## src/rtl/ffba_pkg.sv

```systemverilog
// ----------------------------------------------------------------------------
// ffba_pkg
// Shared sizes, codes and controller/datapath interface types for the
// first-fit block allocator.
// ----------------------------------------------------------------------------
package ffba_pkg;

	// Number of storage blocks tracked by the free map.
	localparam int NUM_BLOCKS = 32;

	// Widths of a block index and of a run length up to NUM_BLOCKS.
	localparam int IDX_W = $clog2(NUM_BLOCKS);
	localparam int CNT_W = $clog2(NUM_BLOCKS + 1);

	// Fixed field widths of the request and result items.
	localparam int OP_W    = 1;
	localparam int BCNT_W  = 6;
	localparam int SBLK_W  = 5;
	localparam int STAT_W  = 2;
	localparam int RSTRT_W = 5;

	// Width wide enough to compare a run length against a request count,
	// and one more bit for start plus count.
	localparam int CMP_W = (CNT_W > BCNT_W) ? CNT_W : BCNT_W;
	localparam int SUM_W = CMP_W + 1;

	// Request operation codes.
	localparam logic [OP_W-1:0] OP_ALLOC   = 1'b0;
	localparam logic [OP_W-1:0] OP_RELEASE = 1'b1;

	// Result status codes.
	localparam logic [STAT_W-1:0] ST_OK      = 2'd0;
	localparam logic [STAT_W-1:0] ST_NOSPACE = 2'd1;
	localparam logic [STAT_W-1:0] ST_BAD     = 2'd2;

	// Controller states.
	typedef enum logic [2:0] {
		S_IDLE,
		S_DECODE,
		S_SCAN,
		S_UPDATE,
		S_RESP
	} state_t;

	// Commands from the controller to the datapath.
	typedef struct packed {
		logic load;        // capture the request and reset scan state
		logic scan;        // examine one block of the free map
		logic update;      // write the selected range of the free map
		logic set_bad;     // record a bad-request status
		logic set_nospace; // record a no-space status
	} dp_cmd_t;

	// Status from the datapath to the controller.
	typedef struct packed {
		logic zero_cnt;    // requested count is zero
		logic is_release;  // request is a release
		logic range_bad;   // release range runs past the last block
		logic hit;         // current scan step completes a long enough run
		logic scan_last;   // current scan step is at the last block
	} dp_stat_t;

endpackage

```

## src/rtl/ffba_ctrl.sv

```systemverilog
// ----------------------------------------------------------------------------
// ffba_ctrl
// Sequencing state machine: decodes a request, steps the first-fit scan,
// commits the map update and presents the result for one cycle.
// ----------------------------------------------------------------------------
module ffba_ctrl (
	input  logic               clk,
	input  logic               arst_n,
	input  logic               start,
	input  ffba_pkg::dp_stat_t dp_stat,
	output ffba_pkg::dp_cmd_t  dp_cmd,
	output logic               busy,
	output logic               done
);
	import ffba_pkg::*;

	state_t state_q;
	state_t state_nxt;

	// State register.
	always_ff @(posedge clk or negedge arst_n) begin
		if (!arst_n) begin
			state_q <= S_IDLE;
		end else begin
			state_q <= state_nxt;
		end
	end

	// Next-state logic.
	always_comb begin
		state_nxt = state_q;
		unique case (state_q)
			S_IDLE: begin
				if (start) begin
					state_nxt = S_DECODE;
				end
			end
			S_DECODE: begin
				priority if (dp_stat.zero_cnt) begin
					state_nxt = S_RESP;
				end else if (dp_stat.is_release) begin
					state_nxt = dp_stat.range_bad ? S_RESP : S_UPDATE;
				end else begin
					state_nxt = S_SCAN;
				end
			end
			S_SCAN: begin
				priority if (dp_stat.hit) begin
					state_nxt = S_UPDATE;
				end else if (dp_stat.scan_last) begin
					state_nxt = S_RESP;
				end
			end
			S_UPDATE: begin
				state_nxt = S_RESP;
			end
			S_RESP: begin
				state_nxt = S_IDLE;
			end
			default: begin
				state_nxt = S_IDLE;
			end
		endcase
	end

	// Output and command logic.
	always_comb begin
		dp_cmd = '0;
		busy   = 1'b1;
		done   = 1'b0;
		unique case (state_q)
			S_IDLE: begin
				busy        = 1'b0;
				dp_cmd.load = start;
			end
			S_DECODE: begin
				dp_cmd.set_bad = dp_stat.zero_cnt ||
					(dp_stat.is_release && dp_stat.range_bad);
			end
			S_SCAN: begin
				dp_cmd.scan        = 1'b1;
				dp_cmd.set_nospace = !dp_stat.hit && dp_stat.scan_last;
			end
			S_UPDATE: begin
				dp_cmd.update = 1'b1;
			end
			S_RESP: begin
				done = 1'b1;
			end
			default: begin
				busy = 1'b1;
			end
		endcase
	end

endmodule

```

## src/rtl/ffba_dpath.sv

```systemverilog
// ----------------------------------------------------------------------------
// ffba_dpath
// Free map, request registers, scan index and run counter, and the result
// registers of the allocator.
// ----------------------------------------------------------------------------
module ffba_dpath (
	input  logic                                 clk,
	input  logic                                 arst_n,
	input  ffba_pkg::dp_cmd_t                    dp_cmd,
	input  logic [ffba_pkg::OP_W-1:0]            opcode,
	input  logic [ffba_pkg::BCNT_W-1:0]          block_count,
	input  logic [ffba_pkg::SBLK_W-1:0]          start_block,
	output ffba_pkg::dp_stat_t                   dp_stat,
	output logic [ffba_pkg::STAT_W-1:0]          status,
	output logic [ffba_pkg::RSTRT_W-1:0]         run_start
);
	import ffba_pkg::*;

	logic [NUM_BLOCKS-1:0] free_q;
	logic [OP_W-1:0]       op_q;
	logic [BCNT_W-1:0]     count_q;
	logic [SBLK_W-1:0]     sblk_q;
	logic [IDX_W-1:0]      idx_q;
	logic [CNT_W-1:0]      run_q;
	logic [IDX_W-1:0]      base_q;
	logic [IDX_W-1:0]      found_q;
	logic [STAT_W-1:0]     stat_q;

	logic [CNT_W-1:0]      run_nxt;
	logic [CMP_W-1:0]      found_wide;
	logic [SUM_W-1:0]      rel_end;
	logic [SUM_W-1:0]      upd_end;
	logic                  upd_val;

	// One scan step: extend or restart the current free run.
	always_comb begin
		run_nxt    = free_q[idx_q] ? (run_q + CNT_W'(1)) : '0;
		found_wide = CMP_W'(idx_q) + CMP_W'(1) - CMP_W'(count_q);
		rel_end    = SUM_W'(sblk_q) + SUM_W'(count_q);
		upd_end    = SUM_W'(base_q) + SUM_W'(count_q);
		upd_val    = (op_q == OP_RELEASE);
	end

	// Status toward the controller.
	always_comb begin
		dp_stat.zero_cnt   = (count_q == '0);
		dp_stat.is_release = (op_q == OP_RELEASE);
		dp_stat.range_bad  = (rel_end > SUM_W'(NUM_BLOCKS));
		dp_stat.hit        = free_q[idx_q] && (CMP_W'(run_nxt) == CMP_W'(count_q));
		dp_stat.scan_last  = (idx_q == IDX_W'(NUM_BLOCKS - 1));
	end

	// Request registers, scan state and result registers.
	always_ff @(posedge clk) begin
		if (dp_cmd.load) begin
			op_q    <= opcode;
			count_q <= block_count;
			sblk_q  <= start_block;
			base_q  <= IDX_W'(start_block);
			idx_q   <= '0;
			run_q   <= '0;
			found_q <= '0;
			stat_q  <= ST_OK;
		end else begin
			if (dp_cmd.scan) begin
				run_q <= run_nxt;
				if (!dp_stat.scan_last) begin
					idx_q <= idx_q + IDX_W'(1);
				end
				if (dp_stat.hit) begin
					found_q <= IDX_W'(found_wide);
					base_q  <= IDX_W'(found_wide);
				end
			end
			if (dp_cmd.set_bad) begin
				stat_q <= ST_BAD;
			end
			if (dp_cmd.set_nospace) begin
				stat_q <= ST_NOSPACE;
			end
		end
	end

	// Free map: every block free after reset; a range is written in a single
	// update, each block comparing its own index against the range bounds.
	always_ff @(posedge clk or negedge arst_n) begin
		if (!arst_n) begin
			free_q <= '1;
		end else if (dp_cmd.update) begin
			for (int i = 0; i < NUM_BLOCKS; i++) begin
				if ((SUM_W'(i) >= SUM_W'(base_q)) && (SUM_W'(i) < upd_end)) begin
					free_q[i] <= upd_val;
				end
			end
		end
	end

	// Result fields; run_start is zero unless an allocate succeeded.
	assign status    = stat_q;
	assign run_start = ((stat_q == ST_OK) && (op_q == OP_ALLOC)) ?
		RSTRT_W'(found_q) : '0;

endmodule

```

## src/rtl/first_fit_block_allocator.sv

```systemverilog
// ----------------------------------------------------------------------------
// first_fit_block_allocator
// Keeps a free map of fixed storage blocks and serves first-fit allocate
// and release requests for contiguous runs of blocks.
// ----------------------------------------------------------------------------
//
//  Channel   Handshake             Payload
//  --------  --------------------  ----------------------------------------
//  request   start & !busy         opcode, block_count, start_block
//  result    done (one cycle)      status, run_start
//
// One item is in work at a time; busy stays high from the accept edge until
// the result cycle has ended. An allocate that finds a run passes through
// decode, the first-fit scan, the map update and the result state; the scan
// visits at most NUM_BLOCKS blocks, one block per cycle. An allocate that
// finds no run visits every block, skips the map write and goes straight to
// the result. A release goes from decode to the map update and the result;
// a bad request goes from decode to the result. Reset marks every block free
// at once. The result is shown for exactly one cycle and cannot be stalled.
//
module first_fit_block_allocator (
	input  logic                          clk,
	input  logic                          arst_n,
	input  logic                          start,
	output logic                          busy,
	input  logic [ffba_pkg::OP_W-1:0]     opcode,
	input  logic [ffba_pkg::BCNT_W-1:0]   block_count,
	input  logic [ffba_pkg::SBLK_W-1:0]   start_block,
	output logic                          done,
	output logic [ffba_pkg::STAT_W-1:0]   status,
	output logic [ffba_pkg::RSTRT_W-1:0]  run_start
);
	import ffba_pkg::*;

	dp_cmd_t  dp_cmd;
	dp_stat_t dp_stat;

	// Sequencer.
	ffba_ctrl u_ctrl (
		.clk     (clk),
		.arst_n  (arst_n),
		.start   (start),
		.dp_stat (dp_stat),
		.dp_cmd  (dp_cmd),
		.busy    (busy),
		.done    (done)
	);

	// Free map and scan datapath.
	ffba_dpath u_dpath (
		.clk         (clk),
		.arst_n      (arst_n),
		.dp_cmd      (dp_cmd),
		.opcode      (opcode),
		.block_count (block_count),
		.start_block (start_block),
		.dp_stat     (dp_stat),
		.status      (status),
		.run_start   (run_start)
	);

endmodule
```

## config.mk

```make
export PLATFORM = sky130hd
export DESIGN_NAME = first_fit_block_allocator
export DESIGN_NICKNAME = d
export VERILOG_FILES = /design/src/rtl/ffba_pkg.sv /design/src/rtl/ffba_ctrl.sv /design/src/rtl/ffba_dpath.sv /design/src/rtl/first_fit_block_allocator.sv
export SDC_FILE = /design/constraint.sdc
export NUM_CORES = 1
export LEC_CHECK = 0
export BUFFER_PORTS_ARGS = -buffer_cell sky130_fd_sc_hd__buf_2
export CAP_MARGIN = 20
export CORE_MARGIN = 4
export CORE_UTILIZATION = 56
export DETAILED_ROUTE_END_ITERATION = 12
export PLACE_DENSITY = 0.86
export SKIP_CTS_REPAIR_TIMING = 1
export SLEW_MARGIN = 40
export SYNTH_ARGS = -nofsm -noshare
export SYNTH_HDL_FRONTEND = slang
export SYNTH_SLANG_ARGS = --single-unit
```

## constraint.sdc

```tcl
create_clock -name clk -period 2.7 [get_ports clk]
set_input_delay 0.27 -clock clk [delete_from_list [all_inputs] [get_ports clk]]
set_output_delay 0.27 -clock clk [all_outputs]
set_load 0.03 [all_outputs]
```

# Word-level counts from Yosys, hierarchy flattened
# Index checks and enable logic that the tools add are counted.
dict set report word_totals {
  out_inout_bits 9
  register_bits 70
  word_cells 226
}
dict set report op_classes {
  n_mux 23
  add_sub_neg 6
  n_eq_ne 8
  magnitude_cmp 65
  bitwise 2
  n_reduce_logical 80
}
# op n
set ops {}
lappend ops {{< comparator 5 x 7 -> 1 bit, first input constant} 16}
lappend ops {{greater-or-equal comparator 5 bit, first input constant} 15}
lappend ops {{AND reduction 2 bit} 36}
lappend ops {{< comparator 4 x 7 -> 1 bit, first input constant} 8}
lappend ops {{greater-or-equal comparator 4 x 5 -> 1 bit, first input constant} 8}
lappend ops {{logical AND 1 bit} 35}
lappend ops {{< comparator 3 x 7 -> 1 bit, first input constant} 4}
lappend ops {{greater-or-equal comparator 3 x 5 -> 1 bit, first input constant} 4}
lappend ops {{2-to-1 mux 5 bit} 4}
lappend ops {{2-to-1 mux 3 bit} 6}
lappend ops {{adder 5 x 6 -> 7 bit} 2}
lappend ops {{< comparator 1 x 7 -> 1 bit, first input constant} 2}
lappend ops {{< comparator 2 x 7 -> 1 bit, first input constant} 2}
lappend ops {{one-hot mux 3 bit (4 select lines)} 1}
lappend ops {{adder 5 x 1 -> 5 bit, second input constant} 2}
lappend ops {{greater-or-equal comparator 1 x 5 -> 1 bit, first input constant} 2}
lappend ops {{greater-or-equal comparator 2 x 5 -> 1 bit, first input constant} 2}
lappend ops {{2-to-1 mux 1 bit} 10}
lappend ops {{> comparator 7 x 6 -> 1 bit, second input constant} 1}
lappend ops {{adder 6 x 1 -> 6 bit, second input constant} 1}
lappend ops {{equality test 3 x 2 -> 1 bit, second input constant} 2}
lappend ops {{equality test 6 bit} 1}
lappend ops {{zero test 6 bit} 1}
lappend ops {{< comparator 5 x 6 -> 1 bit, second input constant} 1}
lappend ops {{15 further kinds} 18}

# Longest topological paths before layout
# Gate-level depths: netlist of run 1.
dict set report logic_depth {
  ltp_word 9
  ltp_mapped 10
}

# Hierarchy
# Synthesis of run 1 repeated with hierarchy kept, for this count alone.
dict set report unflattened {
  cells_unflattened 470
  area_unflattened_um2 4630.7
}
# module area_each_um2 n_inst seq_area_each_um2 cells_each
set modules_own_cells {}
lappend modules_own_cells {ffba_dpath 4411.7 1 1711.6 443}
lappend modules_own_cells {ffba_ctrl 219.0 1 75.1 27}

# Least setup slack after synthesis of run 1
# Ideal clock, no wire load.
dict set report synth_path {
  path_type {register -> register}
  start {register u_dpath.count_q[0]}
  end {register u_dpath.free_q[14]}
  path_buffers 0
  synth_period_minus_slack_ps 2700
  stages_incl_launch_ff 9
  slack_ps 0
  t_arrival_ps 2618
  cell_sequence {edfxtp_1 ha_1 fa_1 a21o_1 and3_1 a31oi_1 nor2_1 a2111oi_0 mux2_2}
}
dict set report synth_via {
  elab_chain_len 4
}
# element line
set synth_lines {}
lappend synth_lines {{from (decl)} ffba_dpath.sv:21} ;# logic [BCNT_W-1:0] count_q;
lappend synth_lines {{from (signal assigned)} ffba_dpath.sv:57} ;# count_q <= block_count;
lappend synth_lines {{adder 5 x 6 -> 7 bit} ffba_dpath.sv:40} ;# upd_end = SUM_W'(base_q) + SUM_W'(count_q);
lappend synth_lines {{< comparator 4 x 7 -> 1 bit} ffba_dpath.sv:91} ;# if ((SUM_W'(i) >= SUM_W'(base_q)) && (SUM_W'(i) < upd_end)) begin
lappend synth_lines {{logical AND 1 bit} ffba_dpath.sv:91}
lappend synth_lines {{AND reduction 2 bit (no source line)} --}
lappend synth_lines {{to (signal, indexed assignment)} ffba_dpath.sv:92} ;# free_q[i] <= upd_val;
lappend synth_lines {{to (decl)} ffba_dpath.sv:19} ;# logic [NUM_BLOCKS-1:0] free_q;
# No other way between the ends.
# A chain may end at the register's enable or synchronous reset.

# Final worst setup path of run 1
dict set report layout_path {
  start {register u_dpath.count_q[0]}
  end {register u_dpath.free_q[2]}
}
dict set report layout_via {
  elab_chain_len 4
}
# element line
set layout_lines {}
lappend layout_lines {{adder 5 x 6 -> 7 bit} ffba_dpath.sv:40}
lappend layout_lines {{< comparator 2 x 7 -> 1 bit} ffba_dpath.sv:91}
lappend layout_lines {{logical AND 1 bit} ffba_dpath.sv:91}
lappend layout_lines {{AND reduction 2 bit (no source line)} --}
# No other way between the ends.

==> impl_metrics.csv, run 1 <==
group,metric,value,unit
setup_path,critPathMaxFanout,11,
die,die_h,98.5,um
sta,finalHoldViolCount,0,
route,routed_via_density,6.32,
synthesis,synth_top_cell_area_share,18.3,%
route,wl_per_cell,19.9,um
setup_path,cp.required,2990,ps
setup_path,startpoint,"u_dpath.count_q[0]$_DFFE_PP_",
synthesis,syn_inst,469,
min_path,hp-class,"in -> reg",
final_layout,nNetsFinal,557,
setup_path,crit_path_frequent_cell,"a21oi_4",
job,cap_violations,0,
min_path,holdPathStages,1,
synthesis,synth.area.top_cells,"dfstp_2 18%, edfxtp_1 11%, mux2_2 8.1%, dfxtp_1 7.9%, ha_1 5.5%",
setup_path,max_stage_delay,420,ps
global_routing,grt_max_degree,36,
setup_path,reg2reg_from,"u_dpath.count_q[0]$_DFFE_PP_",
placed_design,dpl.hpwl,8.76,mm
sta,setup_violations,3,
placed_design,gp_congestion,0.971,
die,core,7850,sq um
synthesis,yosysWarnings,0,
synthesis,syn_nets,507,
route,vias,3955,
synthesis,syn_area,4590,sq um
global_routing,grt_pass1_wl,19.7,mm
setup_path,path_depth,9,
clock_network,clockBufferDepth,2,
setup_path,crit_family,"compound AO/OA/AOI/OAI gates",
clock_network,cts_inserted_buffers,9,
die,rows,32,
power_and_ir_drop,ir_drop,0.000581,V
sta,setup_ws,-9.56,ps
clock_network,insertion_delay,370,ps
clock_network,clk_pin_slew,80,ps
setup_path,endpoint,"u_dpath.free_q[2]$_DFFE_PN1P_",
final_layout,nFillCells,573,
synthesis,synth_flop_cell,"dfstp_2",
sta,tightest_slew,674,ps
setup_path,critPathLaunchType,"flip-flop",
clock_network,htree_levels,3,
setup_path,worst-path-buf-inv,1,
die,start_util,58.4,%
sta,period_share,100,%
power_and_ir_drop,p_leak,0.00221,uW
clock_network,cts_tree,"built",
global_routing,grt_remaining_overflow,0,
placed_design,place_area,5000,sq um
outcome,violations,"setup timing",
setup_path,worstPathCellList,"ha_2 > fa_2 > a21o_4 > a21oi_4 > xnor2_4 > a21oi_4 > buf_12 > a2111oi_2 > mux2_2",
setup_path,crit_type,"reg -> reg",
global_routing,antenna_found_initial,0,
setup_path,worstRegToRegCells,9,
final_layout,num_antenna_cells,0,
sta,timing.fmax,369,MHz
power_and_ir_drop,p_per_area,1190,nW/um^2
setup_path,critPathArrivalTime,3000,ps
setup_path,reg2reg_to,"u_dpath.free_q[2]$_DFFE_PN1P_",
sta,period_needed,2710,ps
setup_path,worst_path_max_delay_cell,"edfxtp_1",
route,drc,0,
synthesis,synth_cell_types,63,
die,dieArea,9700,sq um
synthesis,syn_avg_cell_area,9.78,sq um
global_routing,first_global_vias,3946,
final_layout,stdcell_area,5420,sq um
setup_path,r2r_slack,-10,ps
sta,finalClockSkew,16.3,ps
route,initialDrtViolationCount,336,
synthesis,synth-edff-count,17,
sta,grt_setup_unrepaired,"true",
placed_design,io_buffers,23,
setup_path,cp-end-kind,"flip-flop",
synthesis,yosysTopAreaCell,"dfstp_2",
sta,drv_slew,0,
synthesis,yosysSeqAreaShare,39.0,%
synthesis,ys_seq_elements,70,
route,routed_wl,12.4,mm
synthesis,async_reset_ff_share,50.0,%
die,dieWidth,98.5,um
global_routing,grt_use_total,25.3,%
route,drtAntennaViolNets,0,
clock_network,clock_sinks,70,
route,first_pass_iters,6,
outcome,status,"finished, violations left",
power_and_ir_drop,finalPower,6430,uW
clock_network,root_buffer,"clkbuf_8",
die,ioPinCount,24,
final_layout,drive_gt1_share,35.7,%
final_layout,area_growth,18.3,%
sta,relSlewSlack,54.6,%
-- state kept, by name, summed over array words and instances, names as in the netlist --
register	flops
u_ctrl.state_q	3
u_dpath.base_q	5
u_dpath.count_q	6
u_dpath.found_q	5
u_dpath.free_q	32
u_dpath.idx_q	5
u_dpath.op_q	1
u_dpath.run_q	6
u_dpath.sblk_q	5
u_dpath.status	2
-- how the worst min path moves through the flow --
| stage | startpoint | to |
|---|---|---|
| 2_1_floorplan | arst_n | u_ctrl.state_q[0]$_DFFE_PN0P_ |
| 3_3_place_gp | arst_n | u_ctrl.state_q[0]$_DFFE_PN0P_ |
| 3_5_place_dp | arst_n | u_ctrl.state_q[0]$_DFFE_PN0P_ |
| 4_1_cts | arst_n | u_ctrl.state_q[0]$_DFFE_PN0P_ |
| 5_1_grt | block_count[3] | u_dpath.count_q[3]$_DFFE_PP_ |
| 6_report | block_count[3] | u_dpath.count_q[3]$_DFFE_PP_ |
-- synthesized netlist by cell type (4+ instances only) --
master,count
o21ai_0,24
or3_1,5
nand2_1,43
xnor2_1,12
buf_2,4
xor2_1,7
mux2_2,33
nand3_1,11
nor2b_1,6
dfstp_2,32
and2_1,9
a221oi_1,6
o221ai_1,5
edfxtp_1,17
nor3_1,16
o31ai_1,4
inv_1,19
and3_1,4
or2_2,4
mux2i_1,19
nor3b_1,4
nor2_1,24
o211ai_1,6
dfxtp_1,18
clkbuf_1,17
a2111oi_0,4
a31oi_1,4
a21o_1,5
ha_1,20
nand2b_1,7
a21oi_1,24
a211oi_1,7
-- worst reg2reg max path: stages (launching register included) --
cell       delay, ps
edfxtp_1         420
ha_2             230
fa_2             380
a21o_4           250
a21oi_4          210
xnor2_4          170
a21oi_4           60
buf_12           160
a2111oi_2        390
mux2_2           380
-- area by class of cell --
type / instances / area (sq um) / share of cell area [%]
Inverter: 19 / 71.3 / 1.31
Timing Repair Buffer: 64 / 453 / 8.35
Multi-Input combinational cell: 355 / 2810 / 51.9
Clock inverter: 6 / 35.0 / 0.646
Sequential cell: 70 / 1790 / 32.9
Tap cell: 102 / 128 / 2.35
Clock buffer: 10 / 138 / 2.54
-- metal layers --
layer	wire (um)	global-route usage, %
met3	975	5.02
met5	0	0
met1	5100	32.9
met2	5970	40.1
met4	383	13.1
-- placed cells by master (no fill, tap or decap), types with 4 or more instances in the layout --
cell type	count
a21o_1	4
nand2b_1	6
nor2_1	24
buf_2	22
o221ai_1	5
o211ai_1	6
and3_1	4
xor2_1	7
or3_1	4
nor3_1	15
nand2_1	42
nor2b_1	6
dfstp_2	32
clkbuf_8	10
xnor2_1	12
dfxtp_1	18
o21ai_0	22
a211oi_1	5
mux2_2	33
or2_2	4
inv_1	19
nor3b_1	4
o31ai_1	4
and2_1	9
nand3_1	11
mux2i_1	19
edfxtp_1	17
a21oi_1	21
buf_4	39
a221oi_2	5
ha_1	17
-- per-stage QoR --
step	TNS (ps)	utilization, %	cells	worst slack [ps]	hold slack (ps)
finish	-24.7	69.1	626	-9.56	82.8
global route	-455	69.1	626	-80.9	81.6
CTS	-4730	65.9	622	-225	-6.11
detailed placement	-3220	63.7	606	-174	377
global placement	-33.0	63.7	606	-12.8	365
floorplan	0	-	469	0.152	-25.6
-- cell families after synthesis --
| kind of cell | Yosys count | share of synthesized area (%) |
|---|---|---|
| simple gates | 145 | 15.9 |
| mux | 52 | 12.3 |
| xor+xnor | 20 | 4.23 |
| buf+inv | 44 | 3.87 |
| fa+ha+maj | 23 | 6.77 |
| compound gates | 115 | 18.0 |
| flops | 70 | 39.0 |
-- where the power goes --
part           total [uW]  switching, uW  internal [uW]
sequential           1910            284           1620
combinational        3750           2170           1580
clock                 779            425            354
total                6430           2880           3550
Power figures use the tool's default switching activity.
==> inputs of run 2 (changes only) <==
--- a/config.mk
+++ b/config.mk
@@ -5,6 +5,7 @@
 export SDC_FILE = /design/constraint.sdc
 export NUM_CORES = 1
 export LEC_CHECK = 0
+export ABC_AREA = 1
 export BUFFER_PORTS_ARGS = -buffer_cell sky130_fd_sc_hd__buf_2
 export CAP_MARGIN = 20
 export CORE_MARGIN = 4
==> run 2 against run 1 <==
The flow now finishes without violations. Sequential share of layout area increased by 0.64 points. Synthesized cell count increased by 32%. Combinational power decreased by 5%. Wire length increased by 6.1%. Via count increased by 13%. Largest power group unchanged. First-iteration DRC count decreased by 4.2%. Total power decreased by 0.27%. Sequential power increased by 3%.
==> impl_metrics.csv, run 2 <==
group,metric,value,unit
outcome,status,"complete, no violations",
route,first_pass_iters,7,
synthesis,synth.area.top_cells,"dfstp_2 18%, nand2_1 13%, edfxtp_1 11%, dfxtp_1 7.8%, inv_1 5.9%",
die,rows,32,
min_path,hp-class,"in -> reg",
sta,setup_violations,0,
synthesis,yosysSeqAreaShare,38.5,%
sta,timing.fmax,386,MHz
final_layout,regMostFlops,"u_dpath.free_q",
die,die_h,99.0,um
sta,relSlewSlack,69.1,%
clock_network,cts_tree,"built",
global_routing,grt_use_total,27.8,%
setup_path,r2r_slack,110,ps
sta,grt_setup_unrepaired,"true",
setup_path,cp-end-kind,"flip-flop",
placed_design,gp_congestion,0.984,
route,drc,0,
global_routing,antenna_found_initial,0,
synthesis,ys_seq_elements,70,
synthesis,yosysMostFrequentCell,"nand2_1",
final_layout,drive_gt1_share,23.0,%
setup_path,critPathLaunchType,"flip-flop",
power_and_ir_drop,p_per_area,1210,nW/um^2
setup_path,cp.required,2990,ps
die,core,7890,sq um
sta,drv_slew,0,
final_layout,regArea,1790,sq um
global_routing,first_global_vias,4543,
route,routed_via_density,5.76,
placed_design,io_buffers,23,
power_and_ir_drop,ir_drop,0.000644,V
final_layout,top_regs,"u_dpath.free_q: 32 flops, u_dpath.count_q: 6 flops, u_dpath.run_q: 6 flops",
final_layout,nNetsFinal,706,
setup_path,critPathArrivalTime,2880,ps
synthesis,synth_cell_types,44,
sta,finalClockSkew,10.8,ps
die,dieArea,9800,sq um
synthesis,yosysWarnings,0,
clock_network,clk_pin_slew,90,ps
clock_network,insertion_delay,350,ps
synthesis,synth-edff-count,17,
final_layout,layout_common_cells,"152 x nand2_1, 73 x inv_1, 61 x nor2_1",
final_layout,num_antenna_cells,0,
job,cap_violations,0,
die,ioPinCount,24,
clock_network,htree_levels,3,
clock_network,clock_sinks,70,
route,initialDrtViolationCount,322,
sta,hold_ws,90.5,ps
final_layout,area_growth,14.7,%
synthesis,synth_top_cell_area_share,18.1,%
clock_network,cts_inserted_buffers,9,
synthesis,syn_inst,620,
synthesis,async_reset_ff_share,50.0,%
final_layout,nFillCells,629,
die,start_util,58.8,%
sta,period_needed,2590,ps
synthesis,synthTopCellsByCount,"156 x nand2_1, 73 x inv_1, 65 x nor2_1, 42 x o21ai_0, 41 x nand3_1",
placed_design,dpl.hpwl,9.85,mm
global_routing,grt_remaining_overflow,0,
route,wl_per_cell,17.0,um
synthesis,syn_area,4640,sq um
synthesis,synth_flop_cell,"dfstp_2",
sta,tightest_slew,461,ps
sta,fin_tns_setup,0,ps
die,dieWidth,99.0,um
clock_network,clockBufferDepth,2,
power_and_ir_drop,p_leak,0.00237,uW
sta,period_share,95.9,%
global_routing,grt_max_degree,36,
placed_design,dp.cells,755,
final_layout,largest_reg_flops,32,
synthesis,yosysTopAreaCell,"dfstp_2",
global_routing,grt_pass1_wl,21.5,mm
final_layout,multi_input_area,2560,sq um
route,vias,4465,
setup_path,crit_type,"reg -> reg",
sta,finalHoldViolCount,0,
clock_network,root_buffer,"clkbuf_8",
final_layout,layout_commonest_cell,"nand2_1",
synthesis,syn_avg_cell_area,7.48,sq um
final_layout,final_cells,775,
route,drtAntennaViolNets,0,
synthesis,syn_nets,658,
setup_path,critPathMaxFanout,7,
route,routed_wl,13.2,mm
run 2: final cells by class:
class	instances	area share [%]
flip-flops and latches	70	33.6
inverters	80	5.78
clock inverters	5	0.705
clock buffers	11	3.06
well taps	102	2.40
multi-input cells	456	48.0
repair buffers	51	6.44
run 2: where the power goes:
group	internal [uW]	leakage (uW)	switching [uW]
registers	1650	0.000679	318
logic	1220	0.00159	2350
clock network	421	0.000105	457
total	3290	0.00237	3130
run 2: final timing paths:
kind / startpoint / to / cells past startpoint
min in group asynchronous: arst_n / u_ctrl.state_q[2]$_DFFE_PN0P_ / 2
setup reg to reg: u_dpath.count_q[0]$_DFFE_PP_ / u_dpath.free_q[20]$_DFFE_PN1P_ / 13
setup / recovery: u_dpath.count_q[0]$_DFFE_PP_ / u_dpath.free_q[20]$_DFFE_PN1P_ / 13
max in group asynchronous: arst_n / u_dpath.free_q[9]$_DFFE_PN1P_ / 2
hold / removal: block_count[4] / u_dpath.count_q[4]$_DFFE_PP_ / 1
hold reg to reg: u_dpath.free_q[10]$_DFFE_PN1P_ / u_dpath.free_q[10]$_DFFE_PN1P_ / 2
run 2: worst max-delay path, stage by stage (launching register included):
cell	delay (ps)
edfxtp_1	430
ha_1	230
fa_1	390
nand2_1	70
inv_1	40
nor2_1	110
o21bai_2	120
o21ai_2	200
o211ai_4	180
nor3_4	250
inv_1	150
o21ai_1	190
nand2_1	70
o21ai_1	80
run 2: cells by family after synthesis:
family / share of synthesized area [%]
AND/OR/NAND/NOR: 30.8
AO/OA/AOI/OAI: 13.1
buffers and inverters: 8.98
flip-flops: 38.5
adder cells (fa/ha/maj): 6.69
XOR/XNOR: 1.89
run 2: metal layers:
metal	vias to the layer above	GRT usage [%]	routed length (um)
met5	-	0	0
met2	206	46.9	6340
li1	2134	-	-
met3	66	4.88	940
met1	2059	32.3	5110
met4	0	18.0	792
run 2: per-stage QoR:
stage / worst slack, ps / utilization [%] / instance area (sq um) / power [uW]
6_report: 111 / 67.5 / 5320 / 6410
5_1_grt: -58.4 / 67.5 / 5320 / 6900
4_1_cts: -36.9 / 65.5 / 5160 / 6110
3_5_place_dp: 23.7 / 62.9 / 4960 / 5210
3_3_place_gp: 91.3 / 62.9 / 4960 / 5100
2_1_floorplan: 298 / - / 4640 / 4260
